**config.mk**
```make
export PLATFORM = sky130hd
export DESIGN_NAME = dedup_sort_min_max_top
export DESIGN_NICKNAME = d
export VERILOG_FILES = /design/src/dsmm_pkg.sv /design/src/dsmm_cell.sv /design/src/dedup_sort_min_max_top.sv
export SDC_FILE = /design/constraint.sdc
export NUM_CORES = 2
export LEC_CHECK = 0
export ABC_AREA = 1
export BUFFER_PORTS_ARGS = -buffer_cell sky130_fd_sc_hd__buf_2
export CORE_MARGIN = 3
export CORE_UTILIZATION = 55
export DETAILED_ROUTE_END_ITERATION = 16
export GPL_ROUTABILITY_DRIVEN = 0
export PLACE_DENSITY_LB_ADDON = 0.15
export SKIP_CTS_REPAIR_TIMING = 1
export SYNTH_ARGS = -nofsm -noshare
export SYNTH_HDL_FRONTEND = slang
export SYNTH_SLANG_ARGS = --single-unit
```
**constraint.sdc**
```tcl
create_clock -name clock -period 12.15 [get_ports clock]
set_clock_uncertainty 0.15 [all_clocks]
set_input_delay 3.0375 -clock clock [delete_from_list [all_inputs] [get_ports clock]]
set_output_delay 3.0375 -clock clock [all_outputs]
set_load 0.05 [all_outputs]
```
**src/dsmm_pkg.sv**
```systemverilog
// shared types and result field widths
`timescale 1ns / 1ps

package dsmm_pkg;

   localparam int unsigned SORTED_W = 16;
   localparam int unsigned POS_W    = 5;
   localparam int unsigned COUNT_W  = 6;

   typedef struct packed {
      logic insert;
      logic shift;
   } dsmm_ctrl_type;

endpackage

```
**src/dsmm_cell.sv**
```systemverilog
// one cell of the sorted value chain
`timescale 1ns / 1ps

module dsmm_cell #(
   parameter int unsigned VALUE_WIDTH = 16
) (
   input  logic                          clock,
   input  dsmm_pkg::dsmm_ctrl_type       ctrl,
   input  logic                          vld,
   input  logic signed [VALUE_WIDTH-1:0] ins_value,
   input  logic signed [VALUE_WIDTH-1:0] prev_val,
   input  logic                          prev_vld,
   input  logic                          prev_lt,
   input  logic signed [VALUE_WIDTH-1:0] next_val,
   output logic signed [VALUE_WIDTH-1:0] val,
   output logic                          lt,
   output logic                          eq
);

   logic signed [VALUE_WIDTH-1:0] val_ff;
   logic signed [VALUE_WIDTH-1:0] val_in;

   assign val = val_ff;
   assign lt  = vld && (val_ff < ins_value);
   assign eq  = vld && (val_ff == ins_value);

   always_comb begin
      val_in = val_ff;
      if (ctrl.shift) begin
         val_in = next_val;
      end else if (ctrl.insert) begin
         if (lt) begin
            val_in = val_ff;
         end else if (prev_vld && !prev_lt) begin
            val_in = prev_val;
         end else if (prev_vld) begin
            val_in = ins_value;
         end
      end
   end

   always_ff @(posedge clock) begin
      val_ff <= val_in;
   end

endmodule

```
**src/dedup_sort_min_max_top.sv**
```systemverilog
// an item is absorbed in the cycle it transfers; after last the state register enters drain
// throughput: one item per cycle while filling; while draining one result per unstalled cycle
// a run of n kept values blocks input until all n results have loaded, result stalls included
// the chain of DEPTH compare cells sets the rate: one insert or one unstalled shift per cycle
// reset: synchronous, clears count, overflow flag, state and result valid
`timescale 1ns / 1ps

module dedup_sort_min_max_top #(
   parameter int unsigned DEPTH       = 32,
   parameter int unsigned VALUE_WIDTH = 16
) (
   input  logic                                  clock,
   input  logic                                  reset,
   input  logic                                  req_valid,
   output logic                                  req_stall,
   input  logic signed [VALUE_WIDTH-1:0]         req_value,
   input  logic                                  req_last,
   output logic                                  rsp_valid,
   input  logic                                  rsp_stall,
   output logic signed [dsmm_pkg::SORTED_W-1:0]  rsp_sorted_value,
   output logic        [dsmm_pkg::POS_W-1:0]     rsp_position,
   output logic                                  rsp_final_res,
   output logic        [dsmm_pkg::COUNT_W-1:0]   rsp_unique_count,
   output logic signed [dsmm_pkg::SORTED_W-1:0]  rsp_max_value,
   output logic        [dsmm_pkg::COUNT_W-1:0]   rsp_max_rank,
   output logic signed [dsmm_pkg::SORTED_W-1:0]  rsp_min_value,
   output logic                                  rsp_overflow
);

   localparam int unsigned CW = $clog2(DEPTH + 1);
   localparam int unsigned PW = (CW > dsmm_pkg::COUNT_W) ? CW : dsmm_pkg::COUNT_W;
   localparam int unsigned OW = (VALUE_WIDTH > dsmm_pkg::SORTED_W) ?
                                VALUE_WIDTH : dsmm_pkg::SORTED_W;

   typedef enum logic {
      ST_FILL,
      ST_DRAIN
   } state_type;

   state_type state_ff, state_in;
   logic [CW-1:0] count_ff, count_in;
   logic [CW-1:0] idx_ff, idx_in;
   logic          ovf_ff, ovf_in;
   logic          rsp_valid_ff, rsp_valid_in;

   logic signed [dsmm_pkg::SORTED_W-1:0] min_ff, min_in;
   logic signed [dsmm_pkg::SORTED_W-1:0] value_ff, value_in;
   logic        [dsmm_pkg::POS_W-1:0]    pos_ff, pos_in;
   logic                                 fin_ff, fin_in;
   logic        [dsmm_pkg::COUNT_W-1:0]  ucnt_ff, ucnt_in;
   logic signed [dsmm_pkg::SORTED_W-1:0] max_ff, max_in;
   logic                                 rovf_ff, rovf_in;

   logic signed [VALUE_WIDTH-1:0] cell_val [DEPTH];
   logic [DEPTH-1:0]              cell_lt;
   logic [DEPTH-1:0]              cell_eq;
   logic [DEPTH-1:0]              cell_vld;
   dsmm_pkg::dsmm_ctrl_type       ctrl;

   logic                          req_xfer;
   logic                          dup;
   logic                          full;
   logic                          load;
   logic                          last_one;
   logic [OW-1:0]                 head_ext;
   logic signed [dsmm_pkg::SORTED_W-1:0] head_value;
   logic [PW-1:0]                 idx_ext;
   logic [PW-1:0]                 count_ext;

   assign req_stall = (state_ff != ST_FILL);
   assign req_xfer  = req_valid && !req_stall;
   assign dup       = |cell_eq;
   assign full      = (count_ff == CW'(DEPTH));
   assign load      = (state_ff == ST_DRAIN) && (!rsp_valid_ff || !rsp_stall);
   assign last_one  = (idx_ff == (count_ff - CW'(1)));

   assign ctrl.insert = req_xfer && !dup && !full;
   assign ctrl.shift  = load;

   assign head_ext   = OW'($unsigned(cell_val[0]));
   assign head_value = head_ext[dsmm_pkg::SORTED_W-1:0];
   assign idx_ext    = PW'(idx_ff);
   assign count_ext  = PW'(count_ff);

   genvar gi;
   generate
      for (gi = 0; gi < DEPTH; gi++) begin : g_cell
         logic signed [VALUE_WIDTH-1:0] prev_val;
         logic                          prev_vld;
         logic                          prev_lt;
         logic signed [VALUE_WIDTH-1:0] next_val;

         assign cell_vld[gi] = (count_ff > CW'(gi));

         if (gi == 0) begin : g_head
            assign prev_val = '0;
            assign prev_vld = 1'b1;
            assign prev_lt  = 1'b1;
         end else begin : g_body
            assign prev_val = cell_val[gi-1];
            assign prev_vld = cell_vld[gi-1];
            assign prev_lt  = cell_lt[gi-1];
         end

         if (gi == DEPTH - 1) begin : g_tail
            assign next_val = '0;
         end else begin : g_inner
            assign next_val = cell_val[gi+1];
         end

         dsmm_cell #(
            .VALUE_WIDTH (VALUE_WIDTH)
         ) u_cell (
            .clock     (clock),
            .ctrl      (ctrl),
            .vld       (cell_vld[gi]),
            .ins_value (req_value),
            .prev_val  (prev_val),
            .prev_vld  (prev_vld),
            .prev_lt   (prev_lt),
            .next_val  (next_val),
            .val       (cell_val[gi]),
            .lt        (cell_lt[gi]),
            .eq        (cell_eq[gi])
         );
      end
   endgenerate

   always_comb begin
      state_in     = state_ff;
      count_in     = count_ff;
      idx_in       = idx_ff;
      ovf_in       = ovf_ff;
      rsp_valid_in = rsp_valid_ff;
      min_in       = min_ff;
      value_in     = value_ff;
      pos_in       = pos_ff;
      fin_in       = fin_ff;
      ucnt_in      = ucnt_ff;
      max_in       = max_ff;
      rovf_in      = rovf_ff;

      if (rsp_valid_ff && !rsp_stall) begin
         rsp_valid_in = 1'b0;
      end

      case (state_ff)
         ST_FILL: begin
            if (req_xfer) begin
               if (ctrl.insert) begin
                  count_in = count_ff + CW'(1);
               end else if (!dup) begin
                  ovf_in = 1'b1;
               end
               if (req_last) begin
                  idx_in   = '0;
                  state_in = ST_DRAIN;
               end
            end
         end
         ST_DRAIN: begin
            if (load) begin
               rsp_valid_in = 1'b1;
               value_in     = head_value;
               pos_in       = idx_ext[dsmm_pkg::POS_W-1:0];
               fin_in       = last_one;
               ucnt_in      = '0;
               max_in       = '0;
               rovf_in      = 1'b0;
               idx_in       = idx_ff + CW'(1);
               if (idx_ff == '0) begin
                  min_in = head_value;
               end
               if (last_one) begin
                  ucnt_in  = count_ext[dsmm_pkg::COUNT_W-1:0];
                  max_in   = head_value;
                  rovf_in  = ovf_ff;
                  count_in = '0;
                  ovf_in   = 1'b0;
                  state_in = ST_FILL;
               end
            end
         end
         default: begin
            state_in = ST_FILL;
         end
      endcase
   end

   always_ff @(posedge clock) begin
      if (reset) begin
         state_ff     <= ST_FILL;
         count_ff     <= '0;
         idx_ff       <= '0;
         ovf_ff       <= 1'b0;
         rsp_valid_ff <= 1'b0;
      end else begin
         state_ff     <= state_in;
         count_ff     <= count_in;
         idx_ff       <= idx_in;
         ovf_ff       <= ovf_in;
         rsp_valid_ff <= rsp_valid_in;
      end
      min_ff   <= min_in;
      value_ff <= value_in;
      pos_ff   <= pos_in;
      fin_ff   <= fin_in;
      ucnt_ff  <= ucnt_in;
      max_ff   <= max_in;
      rovf_ff  <= rovf_in;
   end

   assign rsp_valid        = rsp_valid_ff;
   assign rsp_sorted_value = value_ff;
   assign rsp_position     = pos_ff;
   assign rsp_final_res    = fin_ff;
   assign rsp_unique_count = ucnt_ff;
   assign rsp_max_value    = max_ff;
   assign rsp_max_rank     = ucnt_ff;
   assign rsp_min_value    = fin_ff ? min_ff : '0;
   assign rsp_overflow     = rovf_ff;

endmodule

```
* After elaboration in Yosys (flattened, before gate mapping)
Cells that the tools add are included.
** Operators by class
- $add $sub $neg :: 3
- Order comparisons :: 64
- Equal/unequal tests :: 72
- Muxes and demuxes :: 179
- Bitwise logic cells :: 2
- Reductions and logical operators :: 208
** Operators with widths (number)
- two-way mux 16 bit :: 156
- equality test 16 bit :: 32
- < comparator 16 bit :: 32
- logical AND 1 bit :: 100
- AND reduction 3 bit :: 33
- > comparator 6 x 5 -> 1 bit, second input constant :: 16
- nonzero test 3 bit :: 30
- inequality test 2 bit, second input constant :: 36
- > comparator 6 x 4 -> 1 bit, second input constant :: 8
- two-way mux 6 bit :: 7
- logical NOT 1 bit :: 36
- OR reduction 32 bit :: 1
- > comparator 6 x 3 -> 1 bit, second input constant :: 4
- one-hot mux 6 bit (2 select lines) :: 2
- adder 6 x 1 -> 6 bit, second input constant :: 2
- > comparator 6 x 1 -> 1 bit, second input constant :: 2
- > comparator 6 x 2 -> 1 bit, second input constant :: 2
- two-way mux 1 bit :: 12
- equality test 6 bit :: 1
- equality test 6 bit, second input constant :: 1
- logical NOT 6 bit :: 1
- subtractor 6 x 1 -> 6 bit, second input constant :: 1
- AND reduction 5 bit :: 1
- inequality test 2 x 1 -> 1 bit, second input constant :: 2
- 6 further kinds :: 10
** Storage, ports and cells
- Register bits after elaboration :: 588
- Bits of input ports :: 21
- Output and inout port bits :: 69

* Depth between registers and ports, before layout
- Word-level depth :: 9
- Mapped depth :: 20

* Cells and area by module
From an unflattened synthesis, not the netlist that was laid out.
** Second synthesis, totals
- Cells, all modules :: 5901
- Area, all modules :: 44979.4 um^2
** By module, submodules not included
- dsmm_cell :: times used 32, cells an instance 171, area each 1286.2 um^2, sequential area each 480.5 um^2
- dedup_sort_min_max_top :: times used 1, cells an instance 429, area each 3819.9 um^2, sequential area each 2132.0 um^2

* Worst setup path after synthesis
Ideal clock, no wire load.
- Path kind :: input port to flip-flop
- Start point :: input req_value[15]
- End point :: register g_cell[30].u_cell.val_ff[0], enable pin
- Library setup time :: 0.411 ns
- Data arrival time :: 6.738 ns
- Path slack :: 4.851 ns
- Stages on the path :: 11
- Buffers on the path :: 2
- Cells stage by stage :: inv_1 > clkbuf_1 > ha_1 > a21oi_1 > o21ai_0 > a21oi_1 > nand2_1 > nand2_1 > clkbuf_1 > a21oi_1 > o21ai_0
** On the way
- Cells in the longest elaborated chain, start to end :: 8
- Elaborated cells on any way between the ends :: 78
- Those cells by class :: 2 x order compare; 33 x eq/ne; 43 x reduce/logical
** RTL lines
- start, declared :: RTL line dedup_sort_min_max_top.sv:16 : input logic signed [VALUE_WIDTH-1:0] req_value,
- branches (longest 7 deep; another with < comparator 16 bit)
- AND reduction 3 bit (no source line) (*)
- end signal, assigned :: RTL line dsmm_cell.sv:43 : val_ff <= val_in;
- end, declared :: RTL line dsmm_cell.sv:20 : logic signed [VALUE_WIDTH-1:0] val_ff;
Every way passes the cells marked *.
A chain may end at the register's enable or synchronous reset.

* Worst setup path in the final report
- Start point :: input req_value[6]
- End point :: register g_cell[10].u_cell.val_ff[4], enable pin
** On the way
- Cells in the longest elaborated chain, start to end :: 8
- Elaborated cells on any way between the ends :: 78
- Those cells by class :: 2 x order compare; 33 x eq/ne; 43 x reduce/logical
** RTL lines (RTL line)
- branches (longest 7 deep; another with < comparator 16 bit)
- AND reduction 3 bit (no source line) (*)
- end signal, assigned :: dsmm_cell.sv:43
- end, declared :: dsmm_cell.sv:20
Marks and branches as above.

==> impl_metrics.env <==
export IMPL_first_global_vias=35270
export IMPL_core_area_sq_mm=0.07645
export IMPL_clockBufferDepth=3
export IMPL_ys_ff_latch=588
export IMPL_ys_warn_count=0
export IMPL_path_clk_slew_ns=0.06
export IMPL_finalCritPeriodShare_pct=63.31
export IMPL_routed_wl_mm=120.3
export IMPL_ys_seq_area_share_pct=40.65
export IMPL_startpoint="req_value[6]"
export IMPL_p_leak_nw=20.91
export IMPL_syn_nets=6099
export IMPL_first_iter_violations=3824
export IMPL_power_frac_seq_pct=42.5
export IMPL_syn_area_per_cell_sq_um=7.676
export IMPL_maxSlewViolCount=0
export IMPL_cts_inserted_buffers=71
export IMPL_drv_cap=0
export IMPL_track_usage_pct=29.26
export IMPL_htree_levels=3
export IMPL_syn_to_final_growth_pct=7.694
export IMPL_finalSetupViolCount=0
export IMPL_num_rows=101
export IMPL_synth_cell_types=42
export IMPL_worst_pin_slew_ns=1.192
export IMPL_ant_nets=0
export IMPL_fp_dieW_um=284.5
export IMPL_wl_per_cell_um=18.27
export IMPL_io_pins=90
export IMPL_antenna_found_initial=0
export IMPL_cts_tree="yes"
export IMPL_avgViaCountPerCell=5.725
export IMPL_critPathMaxFanout=34
export IMPL_overflow=0
export IMPL_die_h_um=284.5
export IMPL_cp_start_kind="primary input"
export IMPL_grt_pass1_wl_mm=192.3
export IMPL_drcViolationCount=0
export IMPL_syn_area_sq_mm=0.04267
export IMPL_cp_end_kind="flip-flop"
export IMPL_hp_class="flip-flop to flip-flop"
export IMPL_hold_viol=0
export IMPL_power_density_mw_per_mm2=149.8
export IMPL_rsz0062_at_grt="false"
export IMPL_maxClockFrequency_mhz=130.0
export IMPL_synth_async_reset_ratio_pct=0
export IMPL_dieArea_sq_mm=0.08097
export IMPL_ys_top_cells_by_area="edfxtp_1, nand2_1, ha_1"
export IMPL_grt_max_degree=257
export IMPL_slew_headroom_pct=20.32
export IMPL_outcome="completed"
export IMPL_final_nets=6042
export IMPL_portBuffers=89
export IMPL_min_from="ovf_ff"
export IMPL_clock_latency_ns=0.63
export IMPL_dr_pass1_iters=6
export IMPL_crit_arrival_ns=7.85
export IMPL_antennaDiodeCount=0
export IMPL_syn_instance_count=5559
export IMPL_reg2reg_slack_ns=6.94
export IMPL_whs_ns=0.3059
export IMPL_switching_share_pct=35.55
export IMPL_synth_top_cell_area_share_pct=39.20
export IMPL_synth_common_cells="nand2_1, o21ai_0, edfxtp_1, ha_1, nor2_1"
export IMPL_fin_setup_tns_ns=0
export IMPL_dp_hpwl_mm=84.41
export IMPL_internal_power_mw=4.437
export IMPL_r2r_start="count_ext[1]"
export IMPL_p_sw_mw=2.448
export IMPL_ir_worst_vdd_mv=0.1044
export IMPL_start_util_pct=55.82
export IMPL_clock_sinks=588
export IMPL_vias=37700
export IMPL_power_frac_comb_pct=27.7
export IMPL_criticalPathCategory="primary input to flip-flop"
export IMPL_cts_root_buf="clkbuf_16"
export IMPL_synth_ff_type="edfxtp_1"
export IMPL_drive_above_1_share_pct=5.220
export IMPL_clockPowerShare_pct=29.9
export IMPL_synth_top_cell_by_area="edfxtp_1"
export IMPL_yosysMostFrequentCell="nand2_1"
export IMPL_synth_edff_count=557
export IMPL_min_period_ns=7.692
export IMPL_crit_required_ns=12.31
[kinds of logic (layout without fill, tap and decap cells)]
kind of cell,Yosys count,in the layout,synth area share [%]
and+or+nand+nor,2731,2731,25.03
AOI/OAI and AO/OA,1105,1105,13.41
buffers and inverters,611,608,5.588
DFF,588,588,40.65
adders and majority gates,519,519,15.22
xor gates and xnor gates,5,5,0.1026
[final timing paths]
path                               to  depth (start not counted)
max          g_cell[10].u_cell.val[4]                         19
min                            ovf_ff                          2
max reg2reg  g_cell[10].u_cell.val[4]                         17
min reg2reg                    ovf_ff                          2
[power groups by stage]
| stage | Sequential [mW] | Clock (mW) | Combinational, mW |
|---|---|---|---|
| after detailed placement | 2.95 | 0 | 1.88 |
| after floorplan | 2.86 | 0 | 1.39 |
| final | 2.92 | 2.06 | 1.91 |
| after global routing | 2.95 | 2.17 | 2.20 |
| after CTS | 2.91 | 2.08 | 1.89 |
| after global placement | 2.95 | 0 | 1.81 |
[cell type report]
cell class                      count  area (sq um)
Inverter                          330          1246
Fill cell                        6912         30500
Timing Repair Buffer              151         935.9
Multi-Input combinational cell   4360         22960
Clock inverter                     33         281.5
Clock buffer                       94          1894
Tap cell                         1030          1289
Sequential cell                   588         17350
[stage by stage]
step,std cells,util [%],instance area (sq um),power [mW],worst slack (ns)
finish,6586,60.11,45960,6.885,4.458
global route,6586,60.11,45960,7.322,4.239
CTS,6586,60.11,45960,6.892,4.623
detailed placement,6459,57.26,43780,4.834,3.970
global placement,6459,57.26,43780,4.765,4.095
floorplan,5559,-,42670,4.252,4.851
[sequential cells by signal, summed over array words and instances (netlist names)]
| signal | flops |
|---|---|
| count_ext | 6 |
| rsp_sorted_value | 16 |
| ovf_ff | 1 |
| rsp_max_value | 16 |
| rsp_valid | 1 |
| rsp_position | 5 |
| req_stall | 1 |
| rsp_final_res | 1 |
| min_ff | 16 |
| g_cell.u_cell.val | 512 |
| idx_ext | 6 |
| rsp_max_rank | 6 |
| rsp_overflow | 1 |
[cell usage in the layout (no fill, tap or decap), types with 8 or more instances in the layout]
cell and n:
o21a_1 13, o21ai_0 754, nand4_1 53, ha_1 519, o21ai_1 27, o211ai_1 31
dfxtp_1 31, o22ai_1 10, buf_4 60, clkbuf_16 72, edfxtp_1 557, clkbuf_1 21
nand3_1 125, nand2_1 1987, clkinv_1 18, nor3_1 27, inv_1 301, inv_2 24
o21bai_1 11, a21oi_1 239, clkinv_2 8, nor2_1 513, buf_2 89
[critical path: stages]
cell	delay, ns
buf_2	0.11
inv_2	0.62
buf_4	0.59
ha_1	0.32
nand2_1	0.08
nor2_1	0.08
nand2_1	0.06
nor2_1	0.04
nand2_1	0.06
nand2_1	0.11
nor2_1	0.17
nand3_1	0.20
nor2_1	0.25
nand3_2	0.49
buf_4	0.43
inv_1	0.26
nand2_1	0.11
o21ai_1	0.45
buf_4	0.35
[metal layers]
layer | share of wire [%] | vias to the layer above | track usage [%]
met3 | 7.7 | 222 | 3.384
met1 | 44 | 17410 | 41.56
met5 | 0 | - | 0
li1 | - | 18610 | -
met4 | 3.0 | 0 | 9.606
met2 | 45 | 1464 | 46.73
Power figures use the tool's default switching activity.
